===== src/hdl/bsa_pkg.sv =====
// Shared types, widths and codes for the banker's safety allocator.
package bsa_pkg;

  localparam int MaxProcesses = 8;
  localparam int ResTypes     = 3;
  localparam int RowW         = $clog2(MaxProcesses);
  localparam int CountW       = 4;
  localparam int AmtW         = 8;
  // An allocation plus a request needs one more bit than a stored count.
  localparam int SumW         = AmtW + 1;
  // The work vector can collect every row's allocation on top of the available count.
  localparam int WorkW        = SumW + $clog2(MaxProcesses + 1);
  localparam int DataW        = 32;
  localparam int AddrW        = 3;

  typedef logic [AmtW-1:0]  amt_t;
  typedef logic [SumW-1:0]  sum_t;
  typedef logic [WorkW-1:0] work_t;

  typedef amt_t  [ResTypes-1:0] amt_vec_t;
  typedef sum_t  [ResTypes-1:0] sum_vec_t;
  typedef work_t [ResTypes-1:0] work_vec_t;

  localparam logic [1:0] OpRequest   = 2'd0;
  localparam logic [1:0] OpLoadRow   = 2'd1;
  localparam logic [1:0] OpLoadAvail = 2'd2;

  localparam logic [2:0] StGranted      = 3'd0;
  localparam logic [2:0] StBadId        = 3'd1;
  localparam logic [2:0] StExceedsNeed  = 3'd2;
  localparam logic [2:0] StInsufficient = 3'd3;
  localparam logic [2:0] StUnsafe       = 3'd4;
  localparam logic [2:0] StLoaded       = 3'd5;

  localparam logic [0:0] RegActive = 1'b0;

  localparam logic [CountW-1:0] ActiveReset = CountW'(5);

  typedef struct packed {
    logic                    any;
    logic [MaxProcesses-1:0] pick;
  } pick_t;

endpackage


===== src/hdl/bsa_lane.sv =====
// One process-row lane: tests whether the row's remaining need fits the work vector.
module bsa_lane (
  input  bsa_pkg::work_vec_t work,
  input  bsa_pkg::amt_vec_t  need,
  input  logic               retired,
  output logic               fits
);

  always_comb begin
    fits = !retired;
    for (int r = 0; r < bsa_pkg::ResTypes; r++) begin
      if (work[r] < bsa_pkg::WorkW'(need[r])) begin
        fits = 1'b0;
      end
    end
  end

endmodule


===== src/hdl/bsa_merge.sv =====
// Merging stage: picks the lowest fitting row and adds its allocation to the work vector.
module bsa_merge (
  input  logic [bsa_pkg::MaxProcesses-1:0] fits,
  input  bsa_pkg::sum_vec_t                alloc [bsa_pkg::MaxProcesses],
  input  bsa_pkg::work_vec_t               work,
  output bsa_pkg::pick_t                   sel,
  output bsa_pkg::work_vec_t               work_next
);

  logic [bsa_pkg::MaxProcesses-1:0] pick;
  bsa_pkg::sum_vec_t                chosen;

  // Isolate the lowest set bit.
  assign pick = fits & (~fits + bsa_pkg::MaxProcesses'(1));

  always_comb begin
    chosen = '0;
    for (int p = 0; p < bsa_pkg::MaxProcesses; p++) begin
      for (int r = 0; r < bsa_pkg::ResTypes; r++) begin
        chosen[r] = chosen[r] | (alloc[p][r] & {bsa_pkg::SumW{pick[p]}});
      end
    end
    for (int r = 0; r < bsa_pkg::ResTypes; r++) begin
      work_next[r] = work[r] + bsa_pkg::WorkW'(chosen[r]);
    end
  end

  assign sel.any  = |fits;
  assign sel.pick = pick;

endmodule


===== src/hdl/bankers_safety_allocator_unit.sv =====
// Top level of the banker's safety allocator: ledger, sequencer, lanes and ports.
//
// Use: items enter on in_valid/in_stall with operation, process_id, amount_0..2
// and need_0..2; one status per item leaves on out_valid/out_stall. An item is
// taken at an edge where valid is high and stall is low. Register
// active_processes (APB, byte address 0, reset 5) may be written while idle.
// A load of a process row or of the available vector writes the ledger in the
// execute state and then hands its status to the finish state. A request first
// runs the id, need and availability checks; when those pass, the safety check
// releases fitting rows one at a time and then gives its verdict. The release
// loop is the limit: all row lanes test their need in parallel each cycle, but
// one row's allocation is returned to the work vector per cycle. in_stall is
// high while an item is in work. A finished status waits in the output register
// while out_stall is high; the next item is still accepted meanwhile and parks
// its status until that register frees. Reset clears the ledger to zero, sets
// active_processes to 5 and empties the output register.
module bankers_safety_allocator_unit (
  input  logic                        clk,
  input  logic                        rst,
  input  logic                        psel,
  input  logic                        penable,
  input  logic                        pwrite,
  input  logic [bsa_pkg::AddrW-1:0]   paddr,
  input  logic [bsa_pkg::DataW-1:0]   pwdata,
  output logic [bsa_pkg::DataW-1:0]   prdata,
  output logic                        pready,
  input  logic                        in_valid,
  output logic                        in_stall,
  input  logic [1:0]                  operation,
  input  logic [2:0]                  process_id,
  input  logic [7:0]                  amount_0,
  input  logic [7:0]                  amount_1,
  input  logic [7:0]                  amount_2,
  input  logic [7:0]                  need_0,
  input  logic [7:0]                  need_1,
  input  logic [7:0]                  need_2,
  output logic                        out_valid,
  input  logic                        out_stall,
  output logic [2:0]                  status
);

  localparam logic [1:0] SIdle   = 2'd0;
  localparam logic [1:0] SExec   = 2'd1;
  localparam logic [1:0] SSafe   = 2'd2;
  localparam logic [1:0] SFinish = 2'd3;

  logic [1:0]                      state;
  logic [bsa_pkg::CountW-1:0]      active;
  bsa_pkg::amt_vec_t               avail;
  bsa_pkg::amt_vec_t               alloc [bsa_pkg::MaxProcesses];
  bsa_pkg::amt_vec_t               need  [bsa_pkg::MaxProcesses];
  logic [1:0]                      op;
  logic [bsa_pkg::RowW-1:0]        pid;
  bsa_pkg::amt_vec_t               req;
  bsa_pkg::amt_vec_t               need_in;
  bsa_pkg::work_vec_t              work;
  logic [bsa_pkg::MaxProcesses-1:0] retired;
  logic [2:0]                      result;

  logic [bsa_pkg::CountW-1:0]      n_rows;
  logic                            pid_ok;
  logic                            chk_fail;
  logic [2:0]                      chk_status;
  logic [bsa_pkg::MaxProcesses-1:0] retired_init;
  bsa_pkg::amt_vec_t               lane_need  [bsa_pkg::MaxProcesses];
  bsa_pkg::sum_vec_t               lane_alloc [bsa_pkg::MaxProcesses];
  logic [bsa_pkg::MaxProcesses-1:0] fits;
  bsa_pkg::pick_t                  sel;
  bsa_pkg::work_vec_t              work_next;
  logic                            cfg_write;

  assign pready    = 1'b1;
  assign cfg_write = psel && penable && pwrite;
  assign prdata    = (paddr[bsa_pkg::AddrW-1] == bsa_pkg::RegActive) ?
                     bsa_pkg::DataW'(active) : '0;
  assign in_stall  = (state != SIdle);

  assign n_rows = (active > bsa_pkg::CountW'(bsa_pkg::MaxProcesses)) ?
                  bsa_pkg::CountW'(bsa_pkg::MaxProcesses) : active;
  assign pid_ok = bsa_pkg::CountW'(pid) < n_rows;

  // Resources are checked in order; the first failing test sets the status.
  always_comb begin
    chk_fail   = 1'b0;
    chk_status = bsa_pkg::StGranted;
    for (int r = 0; r < bsa_pkg::ResTypes; r++) begin
      if (!chk_fail) begin
        if (req[r] > need[pid][r]) begin
          chk_fail   = 1'b1;
          chk_status = bsa_pkg::StExceedsNeed;
        end else if (req[r] > avail[r]) begin
          chk_fail   = 1'b1;
          chk_status = bsa_pkg::StInsufficient;
        end
      end
    end
  end

  // The requesting row is seen with the tentative grant applied.
  always_comb begin
    for (int p = 0; p < bsa_pkg::MaxProcesses; p++) begin
      retired_init[p] = bsa_pkg::CountW'(p) >= n_rows;
      for (int r = 0; r < bsa_pkg::ResTypes; r++) begin
        if (pid == bsa_pkg::RowW'(p)) begin
          lane_need[p][r]  = need[p][r] - req[r];
          lane_alloc[p][r] = bsa_pkg::SumW'(alloc[p][r]) + bsa_pkg::SumW'(req[r]);
        end else begin
          lane_need[p][r]  = need[p][r];
          lane_alloc[p][r] = bsa_pkg::SumW'(alloc[p][r]);
        end
      end
    end
  end

  for (genvar g = 0; g < bsa_pkg::MaxProcesses; g++) begin : g_lane
    bsa_lane u_lane (
      .work    (work),
      .need    (lane_need[g]),
      .retired (retired[g]),
      .fits    (fits[g])
    );
  end

  bsa_merge u_merge (
    .fits      (fits),
    .alloc     (lane_alloc),
    .work      (work),
    .sel       (sel),
    .work_next (work_next)
  );

  always_ff @(posedge clk) begin
    if (rst) begin
      state     <= SIdle;
      active    <= bsa_pkg::ActiveReset;
      avail     <= '0;
      out_valid <= 1'b0;
      for (int p = 0; p < bsa_pkg::MaxProcesses; p++) begin
        alloc[p] <= '0;
        need[p]  <= '0;
      end
    end else begin
      if (cfg_write && paddr[bsa_pkg::AddrW-1] == bsa_pkg::RegActive) begin
        active <= pwdata[bsa_pkg::CountW-1:0];
      end

      // A finished status loads the output register as soon as it is free.
      if (state == SFinish && (!out_valid || !out_stall)) begin
        out_valid <= 1'b1;
      end else if (out_valid && !out_stall) begin
        out_valid <= 1'b0;
      end

      unique case (state)
        SIdle: begin
          if (in_valid) begin
            op         <= operation;
            pid        <= process_id;
            req[0]     <= amount_0;
            req[1]     <= amount_1;
            req[2]     <= amount_2;
            need_in[0] <= need_0;
            need_in[1] <= need_1;
            need_in[2] <= need_2;
            state      <= SExec;
          end
        end
        SExec: begin
          state <= SFinish;
          case (op)
            bsa_pkg::OpRequest: begin
              if (!pid_ok) begin
                result <= bsa_pkg::StBadId;
              end else if (chk_fail) begin
                result <= chk_status;
              end else begin
                for (int r = 0; r < bsa_pkg::ResTypes; r++) begin
                  work[r] <= bsa_pkg::WorkW'(avail[r] - req[r]);
                end
                retired <= retired_init;
                state   <= SSafe;
              end
            end
            bsa_pkg::OpLoadRow: begin
              if ((bsa_pkg::RowW + 1)'(pid) >= (bsa_pkg::RowW + 1)'(bsa_pkg::MaxProcesses)) begin
                result <= bsa_pkg::StBadId;
              end else begin
                alloc[pid] <= req;
                need[pid]  <= need_in;
                result     <= bsa_pkg::StLoaded;
              end
            end
            bsa_pkg::OpLoadAvail: begin
              avail  <= req;
              result <= bsa_pkg::StLoaded;
            end
            default: begin
              result <= bsa_pkg::StBadId;
            end
          endcase
        end
        SSafe: begin
          if (&retired) begin
            for (int r = 0; r < bsa_pkg::ResTypes; r++) begin
              avail[r]     <= avail[r] - req[r];
              need[pid][r] <= lane_need[pid][r];
              alloc[pid][r] <= lane_alloc[pid][r][bsa_pkg::AmtW] ?
                               '1 : lane_alloc[pid][r][bsa_pkg::AmtW-1:0];
            end
            result <= bsa_pkg::StGranted;
            state  <= SFinish;
          end else if (sel.any) begin
            retired <= retired | sel.pick;
            work    <= work_next;
          end else begin
            result <= bsa_pkg::StUnsafe;
            state  <= SFinish;
          end
        end
        SFinish: begin
          if (!out_valid || !out_stall) begin
            status <= result;
            state  <= SIdle;
          end
        end
        default: begin
          state <= SIdle;
        end
      endcase
    end
  end

endmodule

===== config.mk =====
export PLATFORM = sky130hd
export DESIGN_NAME = bankers_safety_allocator_unit
export DESIGN_NICKNAME = d
export VERILOG_FILES = /design/src/hdl/bsa_pkg.sv /design/src/hdl/bsa_lane.sv /design/src/hdl/bsa_merge.sv /design/src/hdl/bankers_safety_allocator_unit.sv
export SDC_FILE = /design/constraint.sdc
export NUM_CORES = 2
export LEC_CHECK = 0
export ABC_AREA = 0
export BUFFER_PORTS_ARGS = -buffer_cell sky130_fd_sc_hd__buf_4
export CAP_MARGIN = 0
export CORE_MARGIN = 2
export CORE_UTILIZATION = 60
export DETAILED_ROUTE_END_ITERATION = 7
export HOLD_SLACK_MARGIN = 0.02
export PLACE_DENSITY = 0.79
export SLEW_MARGIN = 20
export SYNTH_ARGS = -nofsm -noshare
export SYNTH_HDL_FRONTEND = slang
export SYNTH_SLANG_ARGS = --single-unit

===== constraint.sdc =====
create_clock -name clk -period 32.3 [get_ports clk]
set_clock_uncertainty 0.15 [all_clocks]
set_input_delay 4.845 -clock clk [delete_from_list [all_inputs] [get_ports clk]]
set_output_delay 4.845 -clock clk [all_outputs]
set_load 0.02 [all_outputs]

# After elaboration in Yosys (flattened, before gate mapping)
# Memory sizes are Yosys's and may differ from the RTL's. A register that Yosys moved wholly into a read port is not among the register bits.
# Index checks and enable logic that the tools add are counted.
# totals
out_inout_bits	38
mem_bits_rw	384
input_bits	95
memories	2
reg_bits	137
# mem_list
memory	depth	width	rd	rd_clocked_by_memory_dff	write_ports	line_no	source
alloc	8	24	8	0	8	bankers_safety_allocator_unit.sv:50	bsa_pkg::amt_vec_t alloc [bsa_pkg::MaxProcesses];
need	8	24	9	1	8	bankers_safety_allocator_unit.sv:51	bsa_pkg::amt_vec_t need [bsa_pkg::MaxProcesses];
# op_classes
n_addsub	58
magnitude_cmp	41
n_mux	153
n_reduce_logical	33
n_eq_ne	23
bitwise_logic	57
# op_table
cell	count
$lt A13 B8 Y1	24
$mux W8	38
$add A8 B8 Y9	24
$and A9 B9 Y9	24
$mux W9	24
$sub A8 B8 Y8	27
$mux W39	5
$or A9 B9 Y9	21
$mux W24	6
$bmux W27 S3	1
$pmux W39 S2	1
$bmux W24 S3	1
$mux W27	2
$gt A8 B8 Y1	6
$pmux W24 S2	1
$reduce_or A24 Y1	2
$mux W1	47
$mux W3	15
$add A13 B9 Y13	3
$sub A8 B8 Y9	3
$ge A3 B4 Y1 const A	4
$pmux W8 S2	1
$eq A3 B3 Y1 const B	4
$mux W2	6
other kinds (35)	75

# Logic depth before layout (Yosys ltp)
# An unclocked memory read counts as a cell.
# logic_depth
depth_word	22
mapped_depth	36

# Modules after synthesis
# From an unflattened synthesis, not the netlist that was laid out.
# unflattened
cells_unflattened	5888
area_unflattened_um2	50531.0
# by_module_without_submodules
module	area_per_inst_um2	cells_per_inst	n_inst
bankers_safety_allocator_unit	43065.1	4861	1
bsa_lane	594.3	77	8
bsa_merge	2711.4	411	1

# Worst setup path before layout
# OpenSTA, ideal clock, no wires.
# synth_path
kind	input to register
startpoint	input rst
endpoint	register retired[0] (netlist bit), enable pin
path_slack_ps	21580
t_required_ps	31565
n_path_buf	1
stages	2
arrival_time_ps	9985
path_cell_list	clkbuf_1 -> nor4b_1
# synth_between
elab_chain_len	2
# synth_rtl
item	line_no	source
from (decl)	bankers_safety_allocator_unit.sv:19	input logic rst,
$not A1 Y1 (no line)	--	
$reduce_and A7 Y1 (no line)	--	
to (signal assigned)	bankers_safety_allocator_unit.sv:180	retired <= retired_init;
to (signal assigned)	bankers_safety_allocator_unit.sv:213	retired <= retired | sel.pick;
to (decl)	bankers_safety_allocator_unit.sv:57	logic [bsa_pkg::MaxProcesses-1:0] retired;
# No other way between the ends.
# A chain may end at the register's enable or synchronous reset.

# Worst setup path after layout
# layout_path
startpoint	register req[21] (netlist bit)
endpoint	register work[25] (netlist bit), data pin
# layout_between
elab_chain_len	19
elab_cells_between_ends	54
# layout_rtl
item	line_no	source
from (decl)	bankers_safety_allocator_unit.sv:54	bsa_pkg::amt_vec_t req;
$sub A8 B8 Y8	bankers_safety_allocator_unit.sv:105	lane_need[p][r] = need[p][r] - req[r];
$mux W8	bankers_safety_allocator_unit.sv:104	if (pid == bsa_pkg::RowW'(p)) begin
$lt A13 B8 Y1	bsa_lane.sv:12	if (work[r] < bsa_pkg::WorkW'(need[r])) begin
$mux W1	bsa_lane.sv:12	
$not A8 Y8	bsa_merge.sv:14	assign pick = fits & (~fits + bsa_pkg::MaxProcesses'(1));
$add A8 B1 Y8	bsa_merge.sv:14	
$and A8 B8 Y8 *	bsa_merge.sv:14	
$and A9 B9 Y9	bsa_merge.sv:20	chosen[r] = chosen[r] | (alloc[p][r] & {bsa_pkg::SumW{pick[p]}});
$or A9 B9 Y9 (6 in series)	bsa_merge.sv:20	
$or A9 B9 Y9 *	bsa_merge.sv:20	
$add A13 B9 Y13 *	bsa_merge.sv:24	work_next[r] = work[r] + bsa_pkg::WorkW'(chosen[r]);
$mux W39 *	bankers_safety_allocator_unit.sv:212	end else if (sel.any) begin
$mux W39 *	bankers_safety_allocator_unit.sv:203	if (&retired) begin
$pmux W39 S2 *	bankers_safety_allocator_unit.sv:154	unique case (state)
to (signal, indexed assignment)	bankers_safety_allocator_unit.sv:178	work[r] <= bsa_pkg::WorkW'(avail[r] - req[r]);
to (signal assigned)	bankers_safety_allocator_unit.sv:214	work <= work_next;
to (decl)	bankers_safety_allocator_unit.sv:56	bsa_pkg::work_vec_t work;
# Every way passes the cells marked *; elsewhere a longest branch is shown, timed or not. The select of a mux whose other input is x is not followed.

==> reports/summary.json <==
{
  "status": "complete, no violations",
  "wire_per_inst_um": 27.5,
  "synth_async_sr_flop_share_pct": 0,
  "number_of_flip_flops_and_latches_in_the_synthesized_netlist": 524,
  "drt_iter0_markers": 5687,
  "timing.max_slew.rel_slack_pct": 10.8,
  "drive_above_1_share_pct": 7.84,
  "static-leakage-power_nw": 21.5,
  "floorplan.die.width_um": 291,
  "clock_tree.htree_level_count": 2,
  "setup_repair_after_global_routing_missed_its_margin": "no",
  "grt_antenna_before_repair": 11,
  "p_sw_share_pct": 42.1,
  "yosysSeqAreaShare_pct": 31.2,
  "crit_path_max_incr_delay_ps": 1040,
  "nets": 6137,
  "detailed_place_hpwl_um": 128000,
  "worstSkewPairLatency_ps": 670,
  "worstPathMaxFanout": 15,
  "routed-via-count": 45500,
  "cts-root-buf": "sky130_fd_sc_hd__clkbuf_16",
  "post-route-drc-count": 0,
  "hold_buffers": 0,
  "clkPwrFrac_pct": 22.6,
  "critical_path_required_ps": 32530,
  "timing.final.hold_violations": 0,
  "ys.flop_type": "sky130_fd_sc_hd__edfxtp_1",
  "cp_num_buf_inv": 3,
  "finalHoldWorstSlack_ps": 269,
  "syn_inst": 5364,
  "max_cap_viol_count": 0,
  "mostFrequentLayoutCell": "sky130_fd_sc_hd__nor2_1",
  "time_the_final_worst_path_needs_with_i_o_delays_and_setup_ps": 10320,
  "cp_data_arrival_time_ps": 10560,
  "overflow": 0,
  "io_pins": 133,
  "clock_tree_from_tritoncts": "built",
  "power_w": 0.00310,
  "sum_neg_setup_slack_ps": 0,
  "synth_edf_count": 490,
  "max_freq_mhz": 96.9,
  "share_seq_of_total_power_pct": 30.0,
  "setup-violations-final": 0,
  "slew_viol_final": 0,
  "net-switching-power_w": 0.00131,
  "final_weighted_congestion_in_routability_driven_placement": 1.01,
  "timing.final.crit_share_pct": 32.0,
  "final_antenna_net_count": 0,
  "synth_warnings": 0,
  "flow.area_growth_from_synthesis_pct": 7.85,
  "number_of_post_cts_setup_repair_buffers": 0,
  "totalWireLength_um": 179000,
  "vias_per_cell": 7.00,
  "clock_path_buffers": 3,
  "detailedRoute.firstPassIterationCount": 8,
  "tritoncts.num_buffers": 61,
  "global_route_wire_length_before_repair_um": 264000,
  "worstSetupPathType": "reg -> reg",
  "track_usage_pct": 41.3,
  "worst_setup_hold_path_clk_slew_ps": 60,
  "avgSynthCellArea_um2": 9.19,
  "first_global_vias": 43600,
  "effective_utilization_at_floorplan_pct": 60.3,
  "buffer_ports.inserted": 73,
  "synth_cell_types": 98,
  "number_of_filler_cells_placed_in_the_layout": 6789,
  "internal_power_w": 0.00179,
  "tightest_slew_ps": 1330,
  "cp_top_family": "simple AND/OR/NAND/NOR gates",
  "final_cell_mix": "705 x sky130_fd_sc_hd__nor2_1, 616 x sky130_fd_sc_hd__ha_1, 490 x sky130_fd_sc_hd__edfxtp_1",
  "worst_path_max_delay_cell": "sky130_fd_sc_hd__nor3_1",
  "powerDensity_nw_per_um2": 58.4,
  "combinationalPowerShare_pct": 47.4,
  "cts.sink_count": 524,
  "critical-path-top-cell-by-count": "sky130_fd_sc_hd__o21ai_0",
  "setup.worst_path.start_class": "register",
  "core_um2": 81700,
  "holdCritPathClass": "reg -> reg",
  "largest_net_degree_at_the_start_of_global_routing": 81,
  "die_area_um2": 84400,
  "critical_path.endpoint_type": "register",
  "cts_resized": 0,
  "die_h_um": 291,
  "placement_rows": 105,
  "worst_ir_drop_vdd_mv": 0.0593,
  "mappedNetlistArea_um2": 49300
}
## routing by layer
metal | GRT usage (%) | share of wire (%)
met4 | 29.6 | 8.5
met2 | 61.5 | 42
met3 | 10.3 | 13
met1 | 52.4 | 36
met5 | 0 | 0.070
## power by group through the flow
stage / Sequential, W / Clock, W / Combinational, W
after floorplan: 0.000905 / 0 / 0.00101
after global placement: 0.000936 / 0 / 0.00137
after detailed placement: 0.000940 / 0 / 0.00141
after CTS: 0.000926 / 0.000700 / 0.00142
after global routing: 0.000936 / 0.000724 / 0.00159
final: 0.000930 / 0.000702 / 0.00147
## final cells by class
cell class                 instances  area (um2)  share of cell area [%]
clock buffer                      77        1650                    3.10
multi-input combinational       4422       32400                    61.0
sequential                       524       15400                    29.0
tap                             1070        1340                    2.52
antenna                            4        10.0                  0.0188
timing repair buffer             180        1350                    2.54
clock inverter                    37         314                   0.591
inverter                         182         684                    1.29
## kinds of logic after synthesis
logic type                 after synthesis  synth area share [%]
AOI/OAI and AO/OA                     1444                  19.0
xor gates and xnor gates               297                  5.31
adders and majority gates              671                  17.9
buffers and inverters                  445                  3.69
DFF                                    524                  31.2
muxes                                  256                  6.52
other                                    2                0.0152
and+or+nand+nor                       1725                  16.4
## through the flow
stage	utilization, %	instance area (um2)	setup WS [ps]	instances
floorplan	-	49400	21580	5391
global placement	62.6	51100	22090	6378
detailed placement	62.6	51100	22060	6378
CTS	65.0	53100	22060	6492
global route	65.0	53100	21960	6492
finish	65.0	53100	21980	6496
## Yosys cell counts, types with 21 or more instances
master                      count  share of area, %
sky130_fd_sc_hd__fa_1          54               2.2
sky130_fd_sc_hd__clkbuf_1     165               1.3
sky130_fd_sc_hd__dfxtp_1       34               1.4
sky130_fd_sc_hd__a211o_1       21              0.37
sky130_fd_sc_hd__or3_1         33              0.42
sky130_fd_sc_hd__o21a_1        60              0.91
sky130_fd_sc_hd__a211oi_1      96               1.5
sky130_fd_sc_hd__inv_1        179               1.4
sky130_fd_sc_hd__nand2_1      352               2.7
sky130_fd_sc_hd__a31oi_1       35              0.44
sky130_fd_sc_hd__o21ai_0      271               2.8
sky130_fd_sc_hd__o22ai_1       46              0.58
sky130_fd_sc_hd__nand2b_1      41              0.52
sky130_fd_sc_hd__xnor2_1      231               4.1
sky130_fd_sc_hd__o21bai_1      40              0.61
sky130_fd_sc_hd__o31ai_1       34              0.52
sky130_fd_sc_hd__buf_1         56              0.43
sky130_fd_sc_hd__edfxtp_1     490                30
sky130_fd_sc_hd__nor2_1       711               5.4
sky130_fd_sc_hd__ha_1         617                16
sky130_fd_sc_hd__a221oi_1      29              0.52
sky130_fd_sc_hd__mux2i_1      187               3.8
sky130_fd_sc_hd__a22oi_1       26              0.40
sky130_fd_sc_hd__xor2_1        65               1.2
sky130_fd_sc_hd__nand3_1      109               1.1
sky130_fd_sc_hd__o211ai_1      53              0.81
sky130_fd_sc_hd__nor3_1       166               1.7
sky130_fd_sc_hd__mux4_2        50               2.3
sky130_fd_sc_hd__nor2b_1       73              0.93
sky130_fd_sc_hd__buf_4         29              0.44
sky130_fd_sc_hd__nor4_1        26              0.33
sky130_fd_sc_hd__a21o_1       119               1.8
sky130_fd_sc_hd__a21oi_1      404               4.1
sky130_fd_sc_hd__or4_1         25              0.38
sky130_fd_sc_hd__o2111ai_1     22              0.39
sky130_fd_sc_hd__nand4_1       49              0.62
## final timing paths
check	start	endpoint	slack, ps	depth (start not counted)
max	req[21]	work[25]	21980	30
min	result[0]	status[0]	270	0
max reg2reg	req[21]	work[25]	21980	30
min reg2reg	result[0]	status[0]	270	0
## registers in the layout, indices dropped and copies added (netlist names), 3 cells and up, named ones only
name,flops
need,192
status,3
avail,24
retired,8
alloc,192
active,4
result,3
need_in,24
req,24
work,39
pid,3
(Power assumes the default switching activity.)
